### config.mk
export PLATFORM = sky130hd
export DESIGN_NAME = heap_kway_merge
export DESIGN_NICKNAME = d
export VERILOG_FILES = /design/src/hw/rtl/hkm_pkg.sv /design/src/hw/rtl/hkm_ram.sv /design/src/hw/rtl/heap_kway_merge.sv
export SDC_FILE = /design/constraint.sdc
export NUM_CORES = 2
export LEC_CHECK = 0
export ABC_AREA = 1
export BUFFER_PORTS_ARGS = -buffer_cell sky130_fd_sc_hd__buf_2
export CAP_MARGIN = 20
export CORE_MARGIN = 2
export CORE_UTILIZATION = 25
export CTS_CLUSTER_DIAMETER = 30
export DETAILED_ROUTE_END_ITERATION = 10
export GPL_ROUTABILITY_DRIVEN = 0
export PLACE_DENSITY = 0.38
export SLEW_MARGIN = 10
export SYNTH_ARGS = -nofsm -noshare
export SYNTH_HDL_FRONTEND = slang
export SYNTH_SLANG_ARGS = --single-unit
### constraint.sdc
create_clock -name clk -period 10.35 [get_ports clk]
set_clock_uncertainty 0.2 [all_clocks]
set_input_delay 2.07 -clock clk [delete_from_list [all_inputs] [get_ports clk]]
set_output_delay 2.07 -clock clk [all_outputs]
set_load 0.1 [all_outputs]
### src/hw/rtl/hkm_pkg.sv
// ----------------------------------------------------------------------------
// hkm_pkg
// Shared constants, types and the key compare for the k-way merge heap.
// ----------------------------------------------------------------------------
package hkm_pkg;

  localparam int NUM_STREAMS = 16;
  localparam int KEY_BITS    = 64;
  localparam int DATA_BITS   = 32;
  localparam int STREAM_BITS = 4;
  localparam int IDX_W       = $clog2(NUM_STREAMS);
  localparam int CNT_W       = $clog2(NUM_STREAMS + 1);
  localparam int CHILD_W     = IDX_W + 1;
  localparam int ENT_W       = KEY_BITS + DATA_BITS + STREAM_BITS;
  localparam int PADDR_W     = 3;

  typedef enum logic [1:0] {
    FUNC_LOAD    = 2'd0,
    FUNC_BUILD   = 2'd1,
    FUNC_REPLACE = 2'd2,
    FUNC_REMOVE  = 2'd3
  } func_t;

  typedef enum logic {
    REG_SIGNED_CMP = 1'b0,
    REG_NONE       = 1'b1
  } reg_idx_t;

  typedef enum logic [3:0] {
    ST_IDLE,
    ST_BNEXT,
    ST_FETCH,
    ST_SIFT_RD,
    ST_SIFT_CMP,
    ST_SIFT_SWP,
    ST_SIFT_END,
    ST_RD_ROOT,
    ST_ROOT
  } state_t;

  typedef struct packed {
    logic [KEY_BITS-1:0]    key;
    logic [DATA_BITS-1:0]   data;
    logic [STREAM_BITS-1:0] stream;
  } entry_t;

  // a >= b under unsigned or two's complement order
  function automatic logic key_ge(input logic [KEY_BITS-1:0] a,
                                  input logic [KEY_BITS-1:0] b,
                                  input logic                sgn);
    logic [KEY_BITS-1:0] fa;
    logic [KEY_BITS-1:0] fb;
    fa = a;
    fb = b;
    if (sgn) begin
      fa[KEY_BITS-1] = ~a[KEY_BITS-1];
      fb[KEY_BITS-1] = ~b[KEY_BITS-1];
    end
    return fa >= fb;
  endfunction

endpackage

### src/hw/rtl/hkm_ram.sv
// ----------------------------------------------------------------------------
// hkm_ram
// Generic RAM: one write port, two read ports, registered read data.
// ----------------------------------------------------------------------------
module hkm_ram #(
  parameter int WIDTH = 8,
  parameter int DEPTH = 16
) (
  input  logic                     clk,
  input  logic                     we,
  input  logic [$clog2(DEPTH)-1:0] waddr,
  input  logic [WIDTH-1:0]         wdata,
  input  logic [$clog2(DEPTH)-1:0] raddr_a,
  input  logic [$clog2(DEPTH)-1:0] raddr_b,
  output logic [WIDTH-1:0]         rdata_a,
  output logic [WIDTH-1:0]         rdata_b
);

  logic [WIDTH-1:0] mem [DEPTH];

  always_ff @(posedge clk) begin
    if (we) begin
      mem[waddr] <= wdata;
    end
    rdata_a <= mem[raddr_a];
    rdata_b <= mem[raddr_b];
  end

endmodule

### src/hw/rtl/heap_kway_merge.sv
// ----------------------------------------------------------------------------
// heap_kway_merge
// K-way merge engine on a binary min-heap of stream heads.
// ----------------------------------------------------------------------------
// Items are taken one at a time: in_stall holds off the next until the last is done. A load
// or an item with nothing to sift goes straight to the root read; replace/remove fetch an entry
// and sift it down level by level; build sifts each parent node in turn, last parent first.
// The result becomes valid in the same cycle as the next item can be taken; a stalled result
// holds the sequencer. One shared key comparator and the heap RAM ports.
// Reset (rst, synchronous): heap empty, unsigned order, no result pending.
module heap_kway_merge
  import hkm_pkg::*;
(
  input  logic                   clk,
  input  logic                   rst,
  input  logic                   psel,
  input  logic                   penable,
  input  logic                   pwrite,
  input  logic [PADDR_W-1:0]     paddr,
  input  logic [31:0]            pwdata,
  output logic [31:0]            prdata,
  output logic                   pready,
  input  logic                   in_valid,
  output logic                   in_stall,
  input  logic [1:0]             func,
  input  logic [KEY_BITS-1:0]    rec_key,
  input  logic [DATA_BITS-1:0]   rec_data,
  input  logic [STREAM_BITS-1:0] rec_stream,
  output logic                   out_valid,
  input  logic                   out_stall,
  output logic                   empty_res,
  output logic [KEY_BITS-1:0]    top_key,
  output logic [DATA_BITS-1:0]   top_data,
  output logic [STREAM_BITS-1:0] top_stream,
  output logic                   overflow
);

  state_t               state, state_next;
  logic [CNT_W-1:0]     count, count_next;
  logic [IDX_W-1:0]     node, node_next;
  logic [IDX_W-1:0]     bidx, bidx_next;
  logic [IDX_W-1:0]     cidx, cidx_next;
  logic                 two, two_next;
  func_t                op, op_next;
  logic [KEY_BITS-1:0]  key_in, key_in_next;
  logic [DATA_BITS-1:0] data_in, data_in_next;
  entry_t               cur, cur_next;
  entry_t               child, child_next;
  logic                 over, over_next;
  logic                 signed_compare;

  logic                 we;
  logic [IDX_W-1:0]     waddr, raddr_a, raddr_b;
  entry_t               wdata, rdata_a, rdata_b;
  logic [ENT_W-1:0]     rd_a_bits, rd_b_bits;
  logic [KEY_BITS-1:0]  cmp_a, cmp_b;
  logic                 ge;
  logic [CHILD_W-1:0]   c_pos, last_pos;
  logic                 in_acc, root_load;

  assign pready = 1'b1;

  always_ff @(posedge clk) begin
    if (rst) begin
      signed_compare <= 1'b0;
    end else if (psel && penable && pwrite && pready &&
                 reg_idx_t'(paddr[2]) == REG_SIGNED_CMP) begin
      signed_compare <= pwdata[0];
    end
  end

  always_comb begin
    prdata = '0;
    if (reg_idx_t'(paddr[2]) == REG_SIGNED_CMP) begin
      prdata[0] = signed_compare;
    end
  end

  hkm_ram #(
    .WIDTH(ENT_W),
    .DEPTH(NUM_STREAMS)
  ) u_ram (
    .clk    (clk),
    .we     (we),
    .waddr  (waddr),
    .wdata  (wdata),
    .raddr_a(raddr_a),
    .raddr_b(raddr_b),
    .rdata_a(rd_a_bits),
    .rdata_b(rd_b_bits)
  );

  assign rdata_a = entry_t'(rd_a_bits);
  assign rdata_b = entry_t'(rd_b_bits);

  // shared comparator
  assign ge = key_ge(cmp_a, cmp_b, signed_compare);

  assign in_stall = (state != ST_IDLE);
  assign in_acc   = in_valid && !in_stall;
  assign c_pos    = {node, 1'b1};
  assign last_pos = CHILD_W'(count) - CHILD_W'(1);

  always_ff @(posedge clk) begin
    if (rst) begin
      state <= ST_IDLE;
      count <= '0;
    end else begin
      state <= state_next;
      count <= count_next;
    end
  end

  always_ff @(posedge clk) begin
    node    <= node_next;
    bidx    <= bidx_next;
    cidx    <= cidx_next;
    two     <= two_next;
    op      <= op_next;
    key_in  <= key_in_next;
    data_in <= data_in_next;
    cur     <= cur_next;
    child   <= child_next;
    over    <= over_next;
  end

  always_comb begin
    state_next   = state;
    count_next   = count;
    node_next    = node;
    bidx_next    = bidx;
    cidx_next    = cidx;
    two_next     = two;
    op_next      = op;
    key_in_next  = key_in;
    data_in_next = data_in;
    cur_next     = cur;
    child_next   = child;
    over_next    = over;
    we           = 1'b0;
    waddr        = node;
    wdata        = cur;
    raddr_a      = '0;
    raddr_b      = '0;
    cmp_a        = rdata_a.key;
    cmp_b        = rdata_b.key;
    root_load    = 1'b0;

    unique case (state)
      ST_IDLE: begin
        if (in_acc) begin
          op_next      = func_t'(func);
          key_in_next  = rec_key;
          data_in_next = rec_data;
          over_next    = 1'b0;
          node_next    = '0;
          state_next   = ST_RD_ROOT;
          unique case (func_t'(func))
            FUNC_LOAD: begin
              if (count < CNT_W'(NUM_STREAMS)) begin
                we         = 1'b1;
                waddr      = count[IDX_W-1:0];
                wdata      = '{key: rec_key, data: rec_data, stream: rec_stream};
                count_next = count + CNT_W'(1);
              end else begin
                over_next = 1'b1;
              end
            end
            FUNC_BUILD: begin
              if (count >= CNT_W'(2)) begin
                bidx_next  = IDX_W'(count >> 1);
                state_next = ST_BNEXT;
              end
            end
            FUNC_REPLACE: begin
              if (count != '0) begin
                state_next = ST_FETCH;
              end
            end
            FUNC_REMOVE: begin
              if (count != '0) begin
                count_next = count - CNT_W'(1);
                raddr_a    = count_next[IDX_W-1:0];
                if (count_next != '0) begin
                  state_next = ST_FETCH;
                end
              end
            end
            default: state_next = ST_RD_ROOT;
          endcase
        end
      end
      ST_BNEXT: begin
        node_next  = bidx - IDX_W'(1);
        bidx_next  = bidx - IDX_W'(1);
        raddr_a    = node_next;
        state_next = ST_FETCH;
      end
      ST_FETCH: begin
        cur_next = rdata_a;
        if (op == FUNC_REPLACE) begin
          cur_next.key  = key_in;
          cur_next.data = data_in;
        end
        state_next = ST_SIFT_RD;
      end
      ST_SIFT_RD: begin
        cidx_next = c_pos[IDX_W-1:0];
        if (c_pos < last_pos) begin
          raddr_a    = c_pos[IDX_W-1:0];
          raddr_b    = c_pos[IDX_W-1:0] + IDX_W'(1);
          two_next   = 1'b1;
          state_next = ST_SIFT_CMP;
        end else if (c_pos == last_pos) begin
          raddr_a    = c_pos[IDX_W-1:0];
          raddr_b    = c_pos[IDX_W-1:0];
          two_next   = 1'b0;
          state_next = ST_SIFT_CMP;
        end else begin
          we         = 1'b1;
          state_next = ST_SIFT_END;
        end
      end
      ST_SIFT_CMP: begin
        // ties go to the right child
        if (two && ge) begin
          child_next = rdata_b;
          cidx_next  = cidx + IDX_W'(1);
        end else begin
          child_next = rdata_a;
        end
        state_next = ST_SIFT_SWP;
      end
      ST_SIFT_SWP: begin
        cmp_a = cur.key;
        cmp_b = child.key;
        we    = 1'b1;
        if (ge) begin
          wdata      = child;
          node_next  = cidx;
          state_next = ST_SIFT_RD;
        end else begin
          state_next = ST_SIFT_END;
        end
      end
      ST_SIFT_END: begin
        if (op == FUNC_BUILD && bidx != '0) begin
          state_next = ST_BNEXT;
        end else begin
          state_next = ST_RD_ROOT;
        end
      end
      ST_RD_ROOT: begin
        state_next = ST_ROOT;
      end
      ST_ROOT: begin
        if (!(out_valid && out_stall)) begin
          root_load  = 1'b1;
          state_next = ST_IDLE;
        end
      end
      default: state_next = ST_IDLE;
    endcase
  end

  always_ff @(posedge clk) begin
    if (rst) begin
      out_valid <= 1'b0;
    end else if (root_load) begin
      out_valid <= 1'b1;
    end else if (!out_stall) begin
      out_valid <= 1'b0;
    end
  end

  always_ff @(posedge clk) begin
    if (root_load) begin
      overflow <= over;
      if (count == '0) begin
        empty_res  <= 1'b1;
        top_key    <= '0;
        top_data   <= '0;
        top_stream <= '0;
      end else begin
        empty_res  <= 1'b0;
        top_key    <= rdata_a.key;
        top_data   <= rdata_a.data;
        top_stream <= rdata_a.stream;
      end
    end
  end

  a_count_range: assert property (@(posedge clk) disable iff (rst)
    count <= CNT_W'(NUM_STREAMS))
    else $error("live count above heap size");

  a_overflow_full: assert property (@(posedge clk) disable iff (rst)
    (root_load && over) |-> (count == CNT_W'(NUM_STREAMS)))
    else $error("overflow reported with free heap slots");

  a_empty_zero: assert property (@(posedge clk) disable iff (rst)
    (out_valid && empty_res) |-> (top_key == '0 && top_data == '0 && top_stream == '0))
    else $error("empty result carries a record");

  a_sift_size: assert property (@(posedge clk) disable iff (rst)
    (state == ST_SIFT_SWP) |-> (CHILD_W'(cidx) < CHILD_W'(count)))
    else $error("sift child beyond live entries");

endmodule
==> run_results.csv <==
group,metric,value,unit
yosys,synthArstFlopShare,0,%
floorplanning,core,438700,µm²
floorplanning,initial_core_util,25.13,%
sta,setup_viol,0,
global_route,overflow,0,
yosys,synthTopCellsByArea,"edfxtp_1, nand3_1, nand2_1, dfxtp_1, clkbuf_1",
hold_path,min_path_type,"reg -> reg",
detailed_routing,via_count,95010,
clock_network,cts.sinks,2225,
yosys,yosysUniqueCellTypes,38,
floorplanning,die_h,668.1,µm
yosys,synth_top_area_share,54.85,%
sta,whs,0.2137,ns
pwr,cellLeakagePower,53.16,nW
pwr,power,46.45,mW
detailed_routing,route.antenna.remaining_nets,0,
critical_path,arrival,7.89,ns
clock_network,insertion_delay,1.05,ns
global_route,first_global_vias,93616,
layout,final_common_cell,"nand2_1",
yosys,synth.largest_area_cell,"edfxtp_1",
pwr,ir_drop,0.0003486,V
run_status,run_status,"finished clean",
yosys,synth-edff-count,2014,
detailed_routing,drc,0,
clock_network,post_cts_resized,0,
yosys,ys_ff_latch,2225,
clock_network,cts_tree,"yes",
yosys,yosysWarnings,0,
clock_network,clk_pin_slew,0.04,ns
yosys,muxShareOfSynthArea,0.8784,%
clock_network,cts.hold.buffers_added,0,
clock_network,cts-buffers-inserted,586,
detailed_routing,wire_per_inst,26.30,µm
sta,finalHoldViolations,0,
yosys,synth-adder-area-share,0.8398,%
flow_run,maxCapViolCount,0,
place,portBuffers,215,
layout,nets,12542,
layout,drive_gt1_share,11.14,%
floorplanning,num_rows,243,
sta,period_share,69.51,%
critical_path,worst-setup-path-type,"reg -> reg",
yosys,syn-cell-area,110300,µm²
sta,period_needed,7.194,ns
yosys,seq_area_frac_synth,58.69,%
pwr,powerDensity,340.4,nW/µm²
detailed_routing,firstDrtPassIters,6,
floorplanning,die_x,668.1,µm
global_route,grt_usage,21.33,%
critical_path,critPathLaunchType,"flop",
yosys,syn_inst,12327,
sta,maxClockFrequency,139.0,MHz
global_route,antenna_found_initial,21,
place,place_hpwl,240600,µm
yosys,synth_xor_area_share,0.03178,%
detailed_routing,drt_wl_total,492100,µm
sta,finalSetupTns,0,ns
critical_path,crit_fanout,100,
sta,maxSlewViolCount,0,
layout,syn_to_final_growth,23.75,%
yosys,synthFlopType,"edfxtp_1",
layout,final_cells,18710,
yosys,synth_area_per_cell,8.944,µm²
sta,rsz0062_at_grt,"no",
yosys,synth-compound-area-share,3.540,%
clock_network,cts_root_buf,"clkbuf_16",
detailed_routing,via_per_inst,5.078,
yosys,yosys.area_share.simple,31.12,%
clock_network,htreeDepth,6,
global_route,grt_max_degree,168,
layout,final_cell_mix,"nand2_1, nand3_1, edfxtp_1, clkbuf_16, nor2_1",
critical_path,cp.required,11.04,ns
sta,max-slew-margin-rel,23.21,%
floorplanning,die-area,446300,µm²
clock_network,cts_buffer_depth,4,
clock_network,post_cts_buffers,0,
floorplanning,ioPinCount,281,
yosys,synth_top_family_by_area,"simple AND/OR/NAND/NOR gates",
layout,final_util,31.10,%
global_route,grt_pass1_wl,696200,µm
place,placedCellCount,17616,
detailed_routing,drtIter0Drc,9683,
sta,tightest_slew,1.152,ns
critical_path,worstSetupEndpointType,"flop",
[area by class of cell]
class / instances / area [µm²]
diodes: 11 / 27.53
clock buffers: 784 / 16060
clock inverters: 299 / 3650
fillers: 45563 / 302300
inverters: 249 / 999.7
multi-input cells: 8855 / 40560
flip-flops and latches: 2225 / 64700
well taps: 5880 / 7357
repair buffers: 407 / 3080
[worst max-delay path, cell delays in order (launching register included)]
cell,delay (ns)
dfxtp_1,0.36
inv_1,0.18
ha_1,0.17
inv_1,0.05
nor2_1,0.16
nand2_1,0.20
inv_8,0.45
nor2_1,0.19
ha_1,0.33
a21oi_1,0.38
nand2_8,0.36
nand2_1,0.31
nand2_8,0.48
o21ai_4,1.08
buf_12,0.50
inv_8,0.38
buf_12,0.45
nand3_1,0.24
nand2_1,0.11
nand2_1,0.07
nand2_1,0.07
[report_power, final]
group | total, mW | switching [mW] | internal (mW) | leakage (nW)
combinational | 15.0 | 12.0 | 2.99 | 23.5
sequential | 13.4 | 0.409 | 13.0 | 20.0
clock | 18.1 | 5.76 | 12.4 | 9.60
total | 46.4 | 18.1 | 28.3 | 53.2
[path summary, 6_finish.rpt]
path	startpoint	endpoint	slack, ns	cells after the start
min reg2reg	over$_SDFFCE_PP0P_	overflow$_DFFE_PP_	0.21	0
max reg2reg	count[1]$_SDFFE_PP0P_	u_ram.rdata_a[51]$_DFF_P_	3.16	20
max	count[1]$_SDFFE_PP0P_	u_ram.rdata_a[51]$_DFF_P_	3.16	20
min	over$_SDFFCE_PP0P_	overflow$_DFFE_PP_	0.21	0
[synthesized netlist by cell type (2+ instances only)]
cell type / count
edfxtp_1: 2014
o21bai_1: 2
dfxtp_1: 211
conb_1: 2
nand3_1: 3215
o21ai_1: 2
a211oi_1: 2
o211ai_1: 65
buf_1: 107
nor2_1: 514
a21o_1: 2
o21ai_0: 309
nand2_1: 3976
a21oi_1: 344
ha_1: 74
xor2_1: 4
inv_1: 243
or2_2: 3
nor3_1: 7
buf_4: 41
clkbuf_1: 519
nand2_2: 4
mux2_2: 86
nor2_2: 4
o21a_1: 4
nand4_1: 193
inv_2: 6
a31oi_1: 4
and2_1: 2
buf_2: 360
[kinds of logic (layout without fill, tap and decap cells)]
family | after synthesis | count (layout)
buffers and inverters | 1277 | 1739
and+or+nand+nor | 7921 | 7921
AOI/OAI and AO/OA | 738 | 738
muxes | 86 | 86
adders and majority gates | 74 | 74
other | 2 | 43
DFF | 2225 | 2225
xor gates and xnor gates | 4 | 4
[flip-flops by register name (all words and copies together), names as in the netlist, 64 cells and up]
name and flops:
top_key 64, cur 100, u_ram.rdata_a 100, u_ram.mem 1600, child 100, key_in 64, u_ram.rdata_b 100
[routing by layer]
layer	wire, µm	global-route usage, %
met1	217100	28.75
met3	32600	3.115
met4	13990	6.509
met5	30	0
met2	228400	35.23
[through the flow]
| step | area [µm²] | worst slack [ns] |
|---|---|---|
| 3_3_place_gp | 116700 | 3.060 |
| 4_1_cts | 136400 | 3.172 |
| 3_5_place_dp | 116700 | 3.070 |
| 2_1_floorplan | 110400 | -0.2943 |
| 6_report | 136400 | 3.156 |
| 5_1_grt | 136400 | 2.882 |
(Power assumes the default switching activity.)
